File: src/rtl/apd_pkg.sv
// ----------------------------------------------------------------------------
// apd_pkg: shared types and constants of the ADC power detector
// Fixed-point formats, calibration coefficients and register codes.
// ----------------------------------------------------------------------------
package apd_pkg;

  // sample and field widths
  localparam int ADC_BITS = 12;
  localparam int MV_W     = 12;
  localparam int PWR_W    = 16;
  localparam int Q_FRAC   = 16;

  // voltage in Q2.16, always below 3.3 V
  localparam int VQ_W     = 18;

  // accumulator wide enough for every Horner partial sum at 3.3 V
  localparam int ACC_W    = 40;

  // centi-dBm before saturation: acc * 100 rescaled by 2^-16
  localparam int SCALE_W  = 8;
  localparam int CENTI_W  = ACC_W + SCALE_W - Q_FRAC;

  // voltage scaling: vq = floor((code * 33 << (16 - ADC_BITS)) / 10)
  localparam int NUM_W       = 6 + Q_FRAC;
  localparam int RECIP_W     = 20;
  localparam int RECIP_SHIFT = 23;
  localparam logic [RECIP_W-1:0] RECIP10 = RECIP_W'(838861);
  localparam logic [NUM_W-1:0]   VOLT_MUL = NUM_W'(33);
  localparam int MV_PROD_W = ADC_BITS + 12;
  localparam logic [MV_PROD_W-1:0] MV_MUL = MV_PROD_W'(3300);

  // calibration polynomial, Q12.16, highest order first
  localparam int NUM_COEF     = 8;
  localparam int HORNER_STEPS = NUM_COEF - 1;

  typedef logic signed [ACC_W-1:0] acc_t;

  localparam acc_t COEF_Q16 [NUM_COEF] = '{
    ACC_W'(881459),    ACC_W'(-8362394),  ACC_W'(32656589), ACC_W'(-67567616),
    ACC_W'(79495168),  ACC_W'(-52684390), ACC_W'(19745997), ACC_W'(-6573261)
  };

  localparam logic signed [SCALE_W-1:0] CENTI_SCALE = 8'sd100;

  // configuration registers
  localparam int REG_IDX_W = 1;
  localparam logic [REG_IDX_W-1:0] REG_POWER_THRESHOLD = 1'b0;
  localparam logic signed [PWR_W-1:0] THRESHOLD_RESET = -16'sd5000;

  // one sample travelling down the pipeline
  typedef struct packed {
    logic [MV_W-1:0] mv;
    logic [VQ_W-1:0] vq;
    acc_t            acc;
  } apd_beat_t;

endpackage

File: src/rtl/apd_horner_cell.sv
// ----------------------------------------------------------------------------
// apd_horner_cell: one Horner step
// acc = round(acc * vq / 2^16) + coef, ties toward plus infinity, registered.
// ----------------------------------------------------------------------------
module apd_horner_cell
  import apd_pkg::*;
(
  input  logic      clk_i,
  input  logic      rst_ni,
  input  logic      valid_i,
  output logic      ready_o,
  input  apd_beat_t beat_i,
  input  acc_t      coef_i,
  output logic      valid_o,
  input  logic      ready_i,
  output apd_beat_t beat_o
);

  logic signed [ACC_W+VQ_W:0] prod;
  logic signed [ACC_W+VQ_W:0] rnd;
  apd_beat_t                  beat_d, beat_q;
  logic                       valid_q;

  // multiply, round to nearest, add the next coefficient
  assign prod = $signed(beat_i.acc) * $signed({1'b0, beat_i.vq});
  assign rnd  = prod + $signed((ACC_W+VQ_W+1)'(1 << (Q_FRAC - 1)));

  always_comb begin
    beat_d     = beat_i;
    beat_d.acc = ACC_W'(rnd >>> Q_FRAC) + coef_i;
  end

  // stage register
  assign ready_o = !valid_q || ready_i;

  always_ff @(posedge clk_i or negedge rst_ni) begin
    if (!rst_ni) begin
      valid_q <= 1'b0;
    end else if (ready_o) begin
      valid_q <= valid_i;
    end
  end

  always_ff @(posedge clk_i) begin
    if (valid_i && ready_o) begin
      beat_q <= beat_d;
    end
  end

  assign valid_o = valid_q;
  assign beat_o  = beat_q;

endmodule

File: config.mk
export PLATFORM = sky130hd
export DESIGN_NAME = apd_horner_cell
export DESIGN_NICKNAME = d
export VERILOG_FILES = /design/src/rtl/apd_pkg.sv /design/src/rtl/apd_horner_cell.sv
export SDC_FILE = /design/constraint.sdc
export NUM_CORES = 2
export LEC_CHECK = 0
export BUFFER_PORTS_ARGS = -buffer_cell sky130_fd_sc_hd__buf_4
export CORE_UTILIZATION = 55
export DETAILED_ROUTE_END_ITERATION = 7
export PLACE_DENSITY = 0.81
export SYNTH_ARGS = -nofsm -noshare
export SYNTH_HDL_FRONTEND = slang
export SYNTH_SLANG_ARGS = --single-unit
File: constraint.sdc
create_clock -name clk_i -period 2.4 [get_ports clk_i]
set_input_delay 0.24 -clock clk_i [delete_from_list [all_inputs] [get_ports clk_i]]
set_output_delay 0.24 -clock clk_i [all_outputs]
set_load 0.005 [all_outputs]
* After elaboration in Yosys (flattened, before gate mapping)
Index checks and enable logic that the tools add are counted.
Widths: inputs -> output; s select.
** Cells by class
- $add $sub $neg :: 2
- Multiply operators :: 1
- Reduce and logical (&&, ||, !) cells :: 3
** Operator list (number)
- $add 56x17->56 const B :: 1
- $mul 40x19->56 :: 1
- $add 40x40->40 :: 1
- $logic_and 1x1->1 :: 1
- $logic_not 1->1 :: 1
- $logic_or 1x1->1 :: 1
** Word-level totals
- Register bits after elaboration :: 71
- Input port bits :: 114
- Output and inout bits :: 72
- Logic and storage cells :: 10

* Longest topological paths before layout
- Depth after elaboration :: 3
- Gate-level depth with buffers :: 37
- Depth with buffers taken out :: 35

* Worst setup path before layout
OpenSTA, ideal clock, no wires.
- Path type :: input to register
- Start :: input port beat_i[42] in the netlist's numbering
- End :: register beat_q, in the netlist beat_o[28] (data pin)
- Library setup time :: 0.258 ns
- Arrival time :: 8.138 ns
- Required time :: 2.142 ns
- Path slack :: -5.996 ns
- Stages :: 33
- Buffers on the path :: 1
- Cells stage by stage :: clkbuf_1 -> and2_1 -> fa_1 -> fa_1 -> inv_1 -> fa_1 -> inv_1 -> fa_1 -> fa_1 -> fa_1 -> ha_1 -> ha_1 -> a21o_1 -> a211o_1 -> a221oi_2 -> o21ai_2 -> a21o_2 -> a21o_1 -> a21o_1 -> a21oi_1 -> o21ba_2 -> xnor2_1 -> ha_1 -> inv_1 -> nor2_1 -> a221o_1 -> o2111ai_1 -> nand3_1 -> a31o_2 -> a21bo_2 -> a21o_1 -> a21oi_1 -> xnor2_1
** RTL lines
- from (decl) :: RTL line apd_horner_cell.sv:12 : input apd_beat_t beat_i,
- to (signal assigned) :: RTL line apd_horner_cell.sv:46 : beat_q <= beat_d;
- to (decl) :: RTL line apd_horner_cell.sv:21 : apd_beat_t beat_d, beat_q;

==> metrics.md <==
| Metric | Value |
|---|---|
| Vias in the first global route | ~26000 |
| Fillers | approximately 3100 |
| Initial cell density of the core | 0.559 |
| RD Place Congestion | roughly 0.95 |
| Syn nets | ~3900 |
| Antenna violations before repair | 3 |
| Share of synthesized area spent on multiplexers | 0 |
| Classification of the worst-slack hold path | input port to flip-flop |
| Nature of the critical path endpoint | flip-flop |
| Netlist Area Pre-Place | ~0.027 mm2 |
| Proportion of synthesized flip-flops having asynchronous set or reset | 0.0141 |
| Startpoint of the most critical register-to-register path | valid_o |
| Worst path setup slack after routing | -5.80 ns |
| Io pins | roughly 190 |
| Final count of hold timing violations | 0 |
| Wirelength, routed | 85900 um |
| Worst setup slack before clock tree synthesis | -6.47 ns |
| Unrepaired setup endpoints after global routing | yes |
| Number of warnings reported in the yosys synthesis log | 0 |
| Post-synthesis area per instance | roughly 9.6 um2 |
| Number of maximum-capacitance violations | 0 |
| HP Start | valid_i |
| Most frequent standard cell in the layout excluding fill and tap cells | sky130_fd_sc_hd__fa_1 |
| Slew HR | 0.697 |
| Worst Reg-to-Reg Cells | 3 |
| Share of synthesized cell area in full adder, half adder and majority cells | 0.586 |
| Worst Hold Depth | 2 |
| CTS clk-pin slew, worst paths | about 0.070 ns |
| Worst Clk Skew | ~0.0092 ns |
| Hold-critical path endpoint | valid_o |
| Cell at the root of the clock tree | sky130_fd_sc_hd__clkbuf_16 |
| Max Fanout on Critical Path | 6 |
| DRC violations left | 0 |
| Synth area leader | sky130_fd_sc_hd__fa_1 |
| Die area | slightly above 0.05 mm2 |
| Post-route ant nets | 0 |
| Post-synthesis xor/xnor area fraction | 0.0287 |
| Combinational family with the most area after synthesis | adder cells |
| Maximum number of pins on one net before global-route repair | 38 |
| TritonCTS clock tree | done |
| Wire length of the first global-routing pass | roughly 130000 um |
| Endpoint required time on the critical path | approximately 2.6 ns |
| WS Path Type | input port to flip-flop |
| Post-synthesis sequential element count | 71 |
| Longest individual stage delay on the worst path | 0.59 ns |
| Top achievable clock speed | around 0.12 GHz |
| Reg2Reg Capture Point | beat_o[56] |
| Met2 usage in global routing | 0.596 |
| Global-route congestion overflow total | 0 |
| Number of H-tree branching levels | 3 |
| Antenna Cells | 0 |
| Final setup fails | 40 |
| HPWL after detailed placement | approximately 67000 um |
| Via-per-instance ratio | around 5.5 |
| Routed via count | between 20000 and 25000 |
| Clock period minus worst slack | about 8.2 ns |
| Clk_lat worst skew | around 0.40 ns |
| Max Slew Vio Count | 0 |
| Data arrival time at the worst-slack endpoint | 8.36 ns |
| Detailed router's first-iteration violation count | 1803 |
| Top-area cell type share of the netlist area | 0.485 |
| Most Crowded Layer GR | met2 |
| Number of library cell types mapped by synthesis | 55 |
| Slowest CP cell | sky130_fd_sc_hd__fa_1 |
| Synth Area in Compound Gates | 0.0532 |
| Most used cells in the layout excluding fill and tap cells | 635 x sky130_fd_sc_hd__fa_1, 624 x sky130_fd_sc_hd__inv_1, 550 x sky130_fd_sc_hd__buf_4, 403 x sky130_fd_sc_hd__nand2_1, 305 x sky130_fd_sc_hd__and2_1 |
| Dominant cell type by count on the critical path | sky130_fd_sc_hd__fa_1 |
| All-Layer GR Usage | 0.340 |
| Hold WS | around 0.031 ns |
| Area growth from synthesis to final layout | 29.9% |
| Chip Width | 226 um |
| DRT Pass-1 Iters | 5 |
| Register-to-Register Setup Slack | 0.89 ns |
| Final period util | 3.42 |
| Violated checks | negative setup slack |
| Clk sinks | 71 |
| Number of clock buffers inserted by TritonCTS | 9 |
| Buffers from clock root to sink, at most | 2 |
| Number of buffers added on ports | roughly 190 |
| Share of layout cells above drive strength 1 | 0.277 |
| Run status | complete, but fails checks |
| Number of core rows | between 80 and 90 |
| Flip-flop cell with the highest count after synthesis | sky130_fd_sc_hd__edfxtp_1 |
| Core Footprint | slightly below 0.05 mm2 |
| Simple-gate area share of the yosys netlist | 0.152 |
| Critical Path Source Type | input port |
| Final-stage net count | ~4400 |
| Worst-margin pin slew | 0.452 ns |
| Routed wire per std cell | 21.0 um |
| Dominant cells by area after synthesis | sky130_fd_sc_hd__fa_1 49%, sky130_fd_sc_hd__ha_1 10%, sky130_fd_sc_hd__inv_1 8.7%, sky130_fd_sc_hd__and2_1 7.7%, sky130_fd_sc_hd__edfxtp_1 7.7% |
| Number of synthesized flops with an enable pin | 70 |
| Global-route track usage on met1 | 0.381 |
| Instance count of the mapped netlist | between 2000 and 3000 |
| Floorplan die height | 226 um |
| Routing usage on met3 | 0.0743 |
| Register area share after synthesis | 0.0774 |
cell usage after synthesis (2+ instances only):
cell,count
sky130_fd_sc_hd__and2_1,336
sky130_fd_sc_hd__xor2_1,28
sky130_fd_sc_hd__xnor2_1,62
sky130_fd_sc_hd__nor2b_1,4
sky130_fd_sc_hd__and3_1,6
sky130_fd_sc_hd__a211oi_1,12
sky130_fd_sc_hd__a221oi_1,2
sky130_fd_sc_hd__nand2_1,415
sky130_fd_sc_hd__fa_1,666
sky130_fd_sc_hd__o21bai_1,9
sky130_fd_sc_hd__inv_1,637
sky130_fd_sc_hd__o211ai_1,3
sky130_fd_sc_hd__or2_2,5
sky130_fd_sc_hd__nand3_1,13
sky130_fd_sc_hd__a221o_1,2
sky130_fd_sc_hd__nor2_1,32
sky130_fd_sc_hd__o21ai_0,34
sky130_fd_sc_hd__nor3_1,9
sky130_fd_sc_hd__a21o_1,40
sky130_fd_sc_hd__a21oi_1,59
sky130_fd_sc_hd__a31o_2,5
sky130_fd_sc_hd__nand2b_1,10
sky130_fd_sc_hd__edfxtp_1,70
sky130_fd_sc_hd__o21a_1,12
sky130_fd_sc_hd__o31ai_1,4
sky130_fd_sc_hd__a31oi_1,4
sky130_fd_sc_hd__ha_1,221
sky130_fd_sc_hd__clkbuf_1,118
sky130_fd_sc_hd__a21oi_2,3
sky130_fd_sc_hd__o21ba_2,2
sky130_fd_sc_hd__o21bai_2,2
sky130_fd_sc_hd__nand4_1,12
sky130_fd_sc_hd__o21ai_2,2
sky130_fd_sc_hd__a211o_1,3
state kept, by name, summed over array words and instances, names as in the netlist:
register and flops:
beat_o 70, valid_o 1
layer usage:
metal / wire length, um / up-vias
li1: - / 9618
met1: 29400 / 11503
met2: 43600 / 1196
met3: 6810 / 413
met4: 6060 / 4
met5: 34 / -
critical path: cells and delay by family:
family,cells,cell delay [ns]
AOI/OAI and AO/OA,14,2.95
xor gates and xnor gates,2,0.21
adders and majority gates,9,4.09
buffers and inverters,5,0.52
and+or+nand+nor,3,0.30
final cells by class:
class | instances | area [um2] | share of cell area
flip-flops and latches | 71 | 2130 | 0.0596
inverters | 637 | 2390 | 0.0670
clock buffers | 9 | 225 | 0.00631
well taps | 664 | 831 | 0.0233
multi-input cells | 2037 | 24100 | 0.676
repair buffers | 672 | 5950 | 0.167
clock inverters | 7 | 53.8 | 0.00151
logic make-up (layout without fill, tap and decap cells):
group,after synthesis,after routing
buffers and inverters,755,1325
AOI/OAI and AO/OA,212,212
xor gates and xnor gates,90,90
and+or+nand+nor,848,848
DFF,71,71
adders and majority gates,887,887
what timing repair did:
action                                 in CTS  in global routing
buffers inserted                           43                 31
gates resized for setup                   257                124
setup endpoints to repair                  40                 40
hold buffers                               13                  0
cloned                                      3                  3
endpoints found under the hold margin      13                  0
pin swaps                                 161                116
through the flow:
stage / utilization / std cells / instance area, um2 / TNS [ns]
finish: 0.726 / 4097 / 35700 / -203.78
global route: 0.726 / 4097 / 35700 / -212.28
CTS: 0.708 / 4072 / 34800 / -193.87
detailed placement: 0.668 / 3999 / 32800 / -225.32
global placement: 0.668 / 3999 / 32800 / -219.43
floorplan: - / 2863 / 27900 / -191.76
how the worst max path moves through the flow:
| stage | from | to | slack (ns) | cells past startpoint |
|---|---|---|---|---|
| 6_report | beat_i[44] | beat_o[28] | -5.80 | 33 |
| 3_5_place_dp | beat_i[43] | beat_o[38] | -6.47 | 34 |
| 4_1_cts | beat_i[11] | beat_o[28] | -5.52 | 33 |
| 2_1_floorplan | beat_i[48] | beat_o[28] | -5.51 | 33 |
| 5_1_grt | beat_i[43] | beat_o[28] | -6.04 | 34 |
| 3_3_place_gp | beat_i[42] | beat_o[39] | -6.32 | 37 |
Power is not shown: default switching activity piles up to over one toggle a cycle in this logic, so the estimate is an artifact.
