**config.mk**
```make
export PLATFORM = sky130hd
export DESIGN_NAME = apd_power_out
export DESIGN_NICKNAME = d
export VERILOG_FILES = /design/src/rtl/apd_pkg.sv /design/src/rtl/apd_power_out.sv
export SDC_FILE = /design/constraint.sdc
export NUM_CORES = 1
export LEC_CHECK = 0
export BUFFER_PORTS_ARGS = -buffer_cell sky130_fd_sc_hd__clkbuf_2
export CORE_MARGIN = 2
export CORE_UTILIZATION = 37
export CTS_CLUSTER_DIAMETER = 60
export DETAILED_ROUTE_END_ITERATION = 12
export GPL_ROUTABILITY_DRIVEN = 0
export SYNTH_ARGS = -nofsm -noshare
export SYNTH_HDL_FRONTEND = slang
export SYNTH_SLANG_ARGS = --single-unit
```
**constraint.sdc**
```tcl
create_clock -name clk_i -period 2.1 [get_ports clk_i]
set_input_delay 0.42 -clock clk_i [delete_from_list [all_inputs] [get_ports clk_i]]
set_output_delay 0.42 -clock clk_i [all_outputs]
set_load 0.1 [all_outputs]
```
**src/rtl/apd_pkg.sv**
```systemverilog
// ----------------------------------------------------------------------------
// apd_pkg: shared types and constants of the ADC power detector
// Fixed-point formats, calibration coefficients and register codes.
// ----------------------------------------------------------------------------
package apd_pkg;

  // sample and field widths
  localparam int ADC_BITS = 12;
  localparam int MV_W     = 12;
  localparam int PWR_W    = 16;
  localparam int Q_FRAC   = 16;

  // voltage in Q2.16, always below 3.3 V
  localparam int VQ_W     = 18;

  // accumulator wide enough for every Horner partial sum at 3.3 V
  localparam int ACC_W    = 40;

  // centi-dBm before saturation: acc * 100 rescaled by 2^-16
  localparam int SCALE_W  = 8;
  localparam int CENTI_W  = ACC_W + SCALE_W - Q_FRAC;

  // voltage scaling: vq = floor((code * 33 << (16 - ADC_BITS)) / 10)
  localparam int NUM_W       = 6 + Q_FRAC;
  localparam int RECIP_W     = 20;
  localparam int RECIP_SHIFT = 23;
  localparam logic [RECIP_W-1:0] RECIP10 = RECIP_W'(838861);
  localparam logic [NUM_W-1:0]   VOLT_MUL = NUM_W'(33);
  localparam int MV_PROD_W = ADC_BITS + 12;
  localparam logic [MV_PROD_W-1:0] MV_MUL = MV_PROD_W'(3300);

  // calibration polynomial, Q12.16, highest order first
  localparam int NUM_COEF     = 8;
  localparam int HORNER_STEPS = NUM_COEF - 1;

  typedef logic signed [ACC_W-1:0] acc_t;

  localparam acc_t COEF_Q16 [NUM_COEF] = '{
    ACC_W'(881459),    ACC_W'(-8362394),  ACC_W'(32656589), ACC_W'(-67567616),
    ACC_W'(79495168),  ACC_W'(-52684390), ACC_W'(19745997), ACC_W'(-6573261)
  };

  localparam logic signed [SCALE_W-1:0] CENTI_SCALE = 8'sd100;

  // configuration registers
  localparam int REG_IDX_W = 1;
  localparam logic [REG_IDX_W-1:0] REG_POWER_THRESHOLD = 1'b0;
  localparam logic signed [PWR_W-1:0] THRESHOLD_RESET = -16'sd5000;

  // one sample travelling down the pipeline
  typedef struct packed {
    logic [MV_W-1:0] mv;
    logic [VQ_W-1:0] vq;
    acc_t            acc;
  } apd_beat_t;

endpackage

```
**src/rtl/apd_power_out.sv**
```systemverilog
// ----------------------------------------------------------------------------
// apd_power_out: output stage
// Rescales to hundredths of dBm, saturates, compares against the threshold
// and holds the result until it is taken.
// ----------------------------------------------------------------------------
module apd_power_out
  import apd_pkg::*;
(
  input  logic                    clk_i,
  input  logic                    rst_ni,
  input  logic                    valid_i,
  output logic                    ready_o,
  input  apd_beat_t               beat_i,
  input  logic signed [PWR_W-1:0] threshold_i,
  output logic                    valid_o,
  input  logic                    ready_i,
  output logic [MV_W-1:0]         voltage_mv_o,
  output logic signed [PWR_W-1:0] power_centi_dbm_o,
  output logic                    above_threshold_o
);

  localparam logic signed [CENTI_W-1:0] SatMax = CENTI_W'(32767);
  localparam logic signed [CENTI_W-1:0] SatMin = CENTI_W'(-32768);

  logic signed [ACC_W+SCALE_W-1:0] scaled;
  logic signed [ACC_W+SCALE_W-1:0] rnd;
  logic signed [CENTI_W-1:0]       centi;
  logic signed [PWR_W-1:0]         sat_d;
  logic                            above_d;
  logic                            valid_q;
  logic [MV_W-1:0]                 mv_q;
  logic signed [PWR_W-1:0]         sat_q;
  logic                            above_q;

  // centi-dBm with rounding to nearest
  assign scaled = $signed(beat_i.acc) * CENTI_SCALE;
  assign rnd    = scaled + $signed((ACC_W+SCALE_W)'(1 << (Q_FRAC - 1)));
  assign centi  = CENTI_W'(rnd >>> Q_FRAC);

  // saturation and unsaturated threshold compare
  always_comb begin
    if (centi > SatMax) begin
      sat_d = PWR_W'(SatMax);
    end else if (centi < SatMin) begin
      sat_d = PWR_W'(SatMin);
    end else begin
      sat_d = PWR_W'(centi);
    end
    above_d = centi > CENTI_W'(threshold_i);
  end

  // output register
  assign ready_o = !valid_q || ready_i;

  always_ff @(posedge clk_i or negedge rst_ni) begin
    if (!rst_ni) begin
      valid_q <= 1'b0;
    end else if (ready_o) begin
      valid_q <= valid_i;
    end
  end

  always_ff @(posedge clk_i) begin
    if (valid_i && ready_o) begin
      mv_q    <= beat_i.mv;
      sat_q   <= sat_d;
      above_q <= above_d;
    end
  end

  assign valid_o           = valid_q;
  assign voltage_mv_o      = mv_q;
  assign power_centi_dbm_o = sat_q;
  assign above_threshold_o = above_q;

endmodule

```
# ---- Word-level counts from Yosys, hierarchy flattened
# Cells that the tools add are included.
# Widths: inputs -> output; s select.
dict set report classes {
  n_mul 1
  reduce_logical 3
  mux 1
  addsub 1
  magnitude_cmp 3
}
# operator count
set ops {}
lappend ops {{$add 48x17->48 const B} 1}
lappend ops {{$mul 40x6->46 const B} 1}
lappend ops {{$gt 32x16->1} 1}
lappend ops {{$gt 32x16->1 const B} 1}
lappend ops {{$lt 32x16->1 const B} 1}
lappend ops {{$mux 16} 1}
lappend ops {{$logic_and 1x1->1} 1}
lappend ops {{$logic_not 1->1} 1}
lappend ops {{$logic_or 1x1->1} 1}
dict set report totals {
  regBits 30
}

# ---- Longest topological paths before layout
# Gate-level depths: netlist of the first run.
dict set report logic_depth {
  depth_word 4
  depth_mapped 31
  ltp_nobuf 30
}

# ---- Worst setup path before layout of the first run
# OpenSTA, ideal clock, no wires.
dict set report synth_path {
  kind {input-to-reg}
  from {input beat_i[3] (netlist bit)}
  to {register above_q (netlist: above_threshold_o) (data pin)}
  t_arrival_ps 6480
  setup_ps 278
  slack_ps -4658
  n_path_buf 0
  stages 22
  path_cell_list {ha_1 fa_1 ha_1 ha_1 and4_1 a311o_1 a31oi_1 xnor2_1 ha_1 nand4_1 or4b_1 or4_1 or4_1 nor4_2 mux2i_1 xnor2_2 ha_1 nand4_1 nor4_1 a2111oi_0 and3_1 a311oi_1}
}
dict set report synth_via {
  elab_chain_cells 3
}
# element line_no
set synth_lines {}
lappend synth_lines {{start, declared} apd_power_out.sv:13} ;# input apd_beat_t beat_i,
lappend synth_lines {{$mul 40x6->46} apd_power_out.sv:36} ;# assign scaled = $signed(beat_i.acc) * CENTI_SCALE;
lappend synth_lines {{$add 48x17->48} apd_power_out.sv:37} ;# assign rnd = scaled + $signed((ACC_W+SCALE_W)'(1 << (Q_FRAC - 1)));
lappend synth_lines {{$gt 32x16->1} apd_power_out.sv:49} ;# above_d = centi > CENTI_W'(threshold_i);
lappend synth_lines {{named net above_d} apd_power_out.sv:29} ;# logic above_d;
lappend synth_lines {{end signal, assigned} apd_power_out.sv:67} ;# above_q <= above_d;
lappend synth_lines {{end, declared} apd_power_out.sv:33} ;# logic above_q;
# The timed path passes the listed nets, and every way through them passes these cells.
# A chain may end at the register's enable or synchronous reset.

# ---- Worst setup path after layout of the first run
# Ends and elaborated chain as after synthesis.

==> results.json, run 1 <==
{
  "status": "finished with violations",
  "violations": "setup timing",
  "start_util_pct": 37.3,
  "vias_per_cell": 5.08,
  "synth_cell_types": 77,
  "cts_made_buffers": 5,
  "grt_pass1_wl_mm": 35.3,
  "die_h_um": 146,
  "critPathKind": "primary input to register",
  "routedWlPerCell_um": 13.7,
  "cp.arrival_ns": 6.55,
  "coreArea_sq_mm": 0.0200,
  "synth_flop_cell": "edfxtp_1",
  "syn_area_sq_mm": 0.00748,
  "pre_cts_ws_ns": -4.80,
  "die_area_sq_mm": 0.0214,
  "grt_pass1_vias": 7755,
  "grt_overflow": 0,
  "synth-edff-count": 29,
  "port_buffers": 102,
  "finalSetupViolations": 17,
  "drv_slew": 0,
  "relSlewSlack_pct": 63.0,
  "rr_endpoint": "power_centi_dbm_o[13]",
  "finalWorstSetupSlack_ns": -4.36,
  "rsz0062_at_grt": "yes",
  "worst_hold_path_type": "primary input to register",
  "postSynthCellCount": 868,
  "synthArstFlopShare_pct": 3.33,
  "max_slew.worst_pin.slew_ns": 0.541,
  "ff2ff_setup_slack_ns": 0.81,
  "grt.total_usage_pct": 19.5,
  "antenna_found_initial": 0,
  "slowest_delay_ns": 0.58,
  "drv_cap": 0,
  "die_w_um": 146,
  "dp_cells": 1497,
  "seq_area_sq_um": 897,
  "drt-pass1-iter-count": 5,
  "skew_ns": 0.00340,
  "finalPower_mw": 12.9,
  "multi_input_area_sq_mm": 0.00699,
  "stdcell_area_sq_mm": 0.0117,
  "rr_startpoint": "valid_o",
  "yosys_warnings": 0,
  "seq_area_frac_synth_pct": 12.0,
  "drt_iter0_markers": 332,
  "cp_common_cell": "ha_4",
  "synth_area_per_cell_sq_um": 8.62,
  "clk_path_buf_depth": 2,
  "final-hold-violation-count": 0,
  "dp_hpwl_mm": 17.5,
  "cts-root-buf": "clkbuf_16",
  "min_period_ns": 6.46,
  "yosys_register_bits": 30,
  "leakage_nw": 5.60,
  "fillers": 1759,
  "synthToLayoutAreaGrowth_pct": 56.5,
  "nets": 1545,
  "cts_tree": "built",
  "whs_ns": 0.322,
  "endpoint": "above_threshold_o",
  "cts_max_level": 2,
  "grt_max_degree": 30,
  "drcViolationCount": 0,
  "fin_cells": 1537,
  "finalWirelength_mm": 21.1,
  "fin_crit_sh_pct": 307,
  "placed_cell_area_sq_mm": 0.0107,
  "start_kind": "primary input",
  "r2r_cells": 3,
  "slowest_stage": "or4_4",
  "synth_nets": 1147,
  "ant_nets": 0,
  "final_util_pct": 58.4,
  "cp-startpoint": "beat_i[3]",
  "drive_above_1_share_pct": 44.3,
  "setup_tns_ns": -63.78,
  "cts_sinks": 30,
  "worst_setup_path_end_kind": "register",
  "vias": 7807,
  "powerDensity_mw_per_mm2": 1100,
  "cp_max_fo": 3,
  "ir_drop_mv": 0.481,
  "clkLatencyLatePin_ns": 0.27,
  "worstPathRequired_ns": 2.19,
  "pin_count": 121,
  "antenna_cells": 0,
  "fmax_ghz": 0.155,
  "path_clk_slew_ns": 0.05,
  "path_cells": "clkbuf_16 > ha_4 > fa_2 > ha_4 > ha_4 > and4_4 > a311o_1 > a31oi_4 > xnor2_2 > ha_2 > nand4_1 > or4b_1 > or4_4 > or4_4 > nor4_4 > mux2i_2 > xnor2_2 > ha_1 > nand4_1 > nor4_2 > a2111oi_2 > and3_1 > a311oi_1",
  "rows": 52
}
-- logic make-up after synthesis --
| group | Yosys count | share of synthesized area (%) |
|---|---|---|
| AO/OA/AOI/OAI | 219 | 19.8 |
| XOR/XNOR | 54 | 6.52 |
| adder cells (fa/ha/maj) | 189 | 35.3 |
| buffers and inverters | 117 | 6.29 |
| flip-flops | 30 | 12.0 |
| multiplexers | 6 | 0.836 |
| AND/OR/NAND/NOR | 253 | 19.2 |
-- what timing repair did --
item                                    CTS  global route
hold buffers                              1             0
setup buffers                            24             8
endpoints found under the setup margin   17            17
pin swaps                                37            30
gates cloned                              2             0
hold endpoints to repair                  1             0
resized for setup                        60            46
-- state kept, by name, summed over array words and instances, names as in the netlist --
name / count
above_threshold_o: 1
voltage_mv_o: 12
valid_o: 1
power_centi_dbm_o: 16
-- layout make-up --
class                           count  area share, %
Timing Repair Buffer              415           25.4
Tap cell                          270           2.88
Sequential cell                    30           7.66
Inverter                           92           2.95
Clock buffer                        5           1.07
Multi-Input combinational cell    722           59.7
Clock inverter                      3          0.342
-- worst min-delay path by stage --
stage	start	end	slack, ns	depth (start not counted)
after floorplan	rst_ni	valid_o	0.12	0
after global placement	rst_ni	valid_o	0.20	1
after detailed placement	rst_ni	valid_o	0.20	1
after CTS	beat_i[60]	voltage_mv_o[2]	0.32	1
after global routing	beat_i[60]	voltage_mv_o[2]	0.32	1
final	beat_i[64]	voltage_mv_o[6]	0.32	1
-- layout by cell type, fill, tap and decap left out, types with 5 or more instances in the layout --
master / synthesis / routed
clkbuf_2: 0 / 98
and2_1: 6 / 5
ha_4: 0 / 35
o21ai_2: 10 / 14
nor2b_1: 9 / 9
ha_1: 152 / 115
a21oi_2: 0 / 6
a21oi_1: 49 / 41
nor2_1: 42 / 41
nand2b_1: 8 / 7
o21a_1: 17 / 17
and3_1: 11 / 10
o21ai_1: 9 / 12
xnor2_1: 31 / 28
or2_2: 6 / 5
a211o_1: 5 / 5
nand4_1: 31 / 31
clkbuf_16: 0 / 6
nand2_1: 40 / 39
o21ai_0: 38 / 30
inv_1: 92 / 91
or3_1: 7 / 6
nand3_1: 22 / 22
o211ai_1: 5 / 5
a31oi_1: 9 / 7
buf_4: 4 / 303
buf_6: 1 / 7
nor3_1: 29 / 23
a21o_1: 25 / 25
xor2_1: 21 / 18
edfxtp_1: 29 / 29
fa_1: 37 / 34
-- synthesized netlist by cell type (all sizes together) (3+ instances only) --
library cell  instances  area share, %
ha                  152             25
inv                  92            4.6
o21ai                57            4.3
a21oi                49            3.3
nor2                 42            2.1
nand2                41            2.1
fa                   37            9.9
xnor2                33            4.1
nand4                32            2.9
nor3                 30            2.2
edfxtp               29             12
a21o                 25            2.5
nand3                23            1.6
xor2                 21            2.5
o21a                 17            1.7
clkbuf               13           0.65
and3                 12            1.1
buf                  12            1.0
a31oi                 9           0.75
nor2b                 9           0.75
nand2b                8           0.67
nor4                  8            1.0
or4                   8           0.80
and2                  7           0.59
and4                  7           0.85
or3                   7           0.59
a211oi                6           0.60
or2                   6           0.50
a2111oi               5           0.84
a211o                 5           0.59
a21boi                5           0.50
o211ai                5           0.50
a311oi                4           0.47
mux2i                 4           0.54
o21bai                4           0.40
o22ai                 4           0.33
o31ai                 4           0.40
nand3b                3           0.30
o2111ai               3           0.35
or3b                  3           0.35
-- report_power, final --
group,internal [mW],total [mW],switching (mW),leakage (nW)
sequential,0.771,0.790,0.0191,0.282
combinational,5.64,11.4,5.71,5.24
clock,0.552,0.781,0.229,0.0836
-- per-layer routing --
metal	part of all wire, %	global-route usage (%)	vias up
li1	-	-	4005
met1	49	26.5	3585
met2	46	34.2	184
met3	3.5	1.31	33
met4	1.7	3.83	0
met5	0	0	-
-- critical path, delay by kind of cell --
family          cells  cell delay (ns)
buf+inv             1             0.13
mux                 1             0.32
compound gates      4             0.94
fa+ha+maj           6             1.76
simple gates        9             2.68
xor+xnor            2             0.28
No activity file was read; power rests on OpenSTA's default activity.
==> run 2, diff against run 1 <==
ABC_AREA = 1   (was unset)
CTS_BUF_LIST = sky130_fd_sc_hd__clkbuf_16   (was unset)
SKIP_LAST_GASP = 1   (was unset)
==> results.json, run 2 <==
{
  "vias": 9416,
  "start_kind": "primary input",
  "rsz0062_at_grt": "yes",
  "fin_crit_sh_pct": 246,
  "vias_per_cell": 4.80,
  "cp_common_cell": "nand2_1",
  "slowest_delay_ns": 0.49,
  "clkLatencyLatePin_ns": 0.27,
  "grt_util_met3_pct": 0.879,
  "synthToLayoutAreaGrowth_pct": 62.7,
  "drive_above_1_share_pct": 45.3,
  "synth_nets": 1550,
  "nets": 1961,
  "finalWirelength_mm": 26.6,
  "fmax_ghz": 0.193,
  "clk_path_buf_depth": 2,
  "worst_hold_path_type": "primary input to register",
  "cp_max_fo": 4,
  "max_slew.worst_pin.slew_ns": 0.555,
  "ff2ff_setup_slack_ns": 0.83,
  "met1_usage_pct": 26.6,
  "die_area_sq_mm": 0.0235,
  "final-hold-violation-count": 0,
  "finalSetupViolations": 17,
  "global_route.peak_usage_layer": "met2",
  "die_w_um": 153,
  "cp.arrival_ns": 5.19,
  "whs_ns": 0.319,
  "start_util_pct": 37.7,
  "critPathKind": "primary input to register",
  "dp_hpwl_mm": 20.3,
  "drcViolationCount": 0,
  "violations": "setup timing",
  "ir_drop_mv": 0.475,
  "ant_nets": 0,
  "port_buffers": 102,
  "cts_max_level": 2,
  "synth.most_common_cell": "nand2_1",
  "rows": 54,
  "drv_slew": 0,
  "layout_commonest_cell": "nand2_1",
  "drv_cap": 0,
  "slowest_stage": "fa_1",
  "synth_flop_cell": "edfxtp_1",
  "synth_top_area_share_pct": 23.0,
  "postSynthCellCount": 1271,
  "routedWlPerCell_um": 13.6,
  "seq_area_frac_synth_pct": 10.9,
  "synthArstFlopShare_pct": 3.33,
  "yosys_warnings": 0,
  "path_clk_slew_ns": 0.05,
  "worst_setup_path_end_kind": "register",
  "synth.top_cells.by_count": "nand2_1, inv_1, ha_1",
  "grtUsageMet2_pct": 36.4,
  "cts-root-buf": "clkbuf_16",
  "pin_count": 121,
  "synth-edff-count": 29,
  "cts_made_buffers": 5,
  "cts_tree": "built",
  "worstPathRequired_ns": 2.12,
  "worst-path-buf-inv": 4,
  "synth_cell_types": 39,
  "antenna_found_initial": 0,
  "drt_iter0_markers": 412,
  "antenna_cells": 0,
  "min_period_ns": 5.17,
  "yosys-top-cells-area": "ha_1, nand2_1, inv_1",
  "status": "finished with violations",
  "coreArea_sq_mm": 0.0219,
  "yosys.area.top_type": "ha_1",
  "grt.total_usage_pct": 20.1,
  "finalWorstSetupSlack_ns": -3.07,
  "cts_sinks": 30,
  "finalPower_mw": 14.0,
  "skew_ns": 0.00411,
  "synth_area_per_cell_sq_um": 6.50,
  "drt-pass1-iter-count": 5,
  "grt_max_degree": 30,
  "powerDensity_mw_per_mm2": 1050,
  "grt_pass1_wl_mm": 40.1,
  "syn_area_sq_mm": 0.00826,
  "grt_pass1_vias": 8970,
  "die_h_um": 153,
  "largest_register_ffs": 16,
  "most-common-layout-cells": "nand2_1, buf_4, inv_1, nand2_2, clkbuf_2",
  "yosys_register_bits": 30,
  "critPathTopFamily": "simple AND/OR/NAND/NOR gates",
  "relSlewSlack_pct": 63.2,
  "leakage_nw": 6.88,
  "grt_overflow": 0
}
run 2: changes by cell type after synthesis, sizes merged, moves of 22 or more:
| cell | previous run | this run |
|---|---|---|
| nor3 | 30 | 7 |
| nor2 | 42 | 137 |
| nand3 | 23 | 75 |
| inv | 92 | 248 |
| nand2 | 41 | 424 |
| xnor2 | 33 | 4 |
| o21ai | 57 | 18 |
| a21o | 25 | 3 |
run 2: layout make-up:
class / count / area [sq um]
tap: 280 / 350
clock inverter: 3 / 16.3
clock buffer: 5 / 125
sequential: 30 / 896
inverter: 252 / 950
fill: 1949 / 8460
timing repair buffer: 404 / 2880
multi-input combinational: 989 / 8220
run 2: worst register-to-register path, delay by kind of cell, from the launching register on:
family | cells | cell delay, ns
AO/OA/AOI/OAI | 1 | 0.16
buffers and inverters | 1 | 0.34
flip-flops | 1 | 0.43
run 2: cells by family after synthesis:
family	Yosys count	share of synthesized area, %
simple gates	685	36.7
compound gates	89	6.08
flops	30	10.9
buf+inv	254	11.8
xor+xnor	24	2.64
fa+ha+maj	189	32.0
run 2: report_power, final:
part           total [mW]  switching (mW)  internal [mW]  leakage, nW
Clock               0.669           0.238          0.430       0.0672
Sequential          0.795          0.0199          0.776        0.283
Combinational        12.6            6.78           5.79         6.53
run 2: final timing paths:
path,startpoint,to,cells past startpoint
setup reg to reg,valid_o,voltage_mv_o[1],2
hold / removal,beat_i[60],voltage_mv_o[2],1
min in group asynchronous,rst_ni,valid_o,2
hold reg to reg,valid_o,valid_o,2
setup / recovery,beat_i[28],above_threshold_o,29
max in group asynchronous,rst_ni,valid_o,2
run 2: repair_timing:
action	4_1_cts	5_1_grt
hold buffers	1	0
endpoints found under the setup margin	17	17
hold endpoints to repair	1	0
setup buffers	22	20
gates cloned	1	1
pin swaps	64	122
resized for setup	139	205
run 2: metal layers:
layer / part of all wire (%) / vias up / routed length (um)
li1: - / 4848 / -
met1: 45 / 4340 / 12000
met2: 51 / 199 / 13400
met3: 2.8 / 29 / 747
met4: 1.4 / 0 / 378
met5: 0 / - / 0
run 2: through the flow:
step | instance area [sq um] | setup TNS (ns) | worst slack, ns | instances | utilization, %
after floorplan | 8460 | -35.85 | -3.00 | 1271 | -
after global placement | 11300 | -48.75 | -3.34 | 1911 | 51.4
after detailed placement | 11300 | -50.37 | -3.53 | 1911 | 51.4
after CTS | 12400 | -40.53 | -3.05 | 1943 | 56.5
after global routing | 13400 | -45.67 | -3.38 | 1963 | 61.4
final | 13400 | -41.40 | -3.07 | 1963 | 61.4
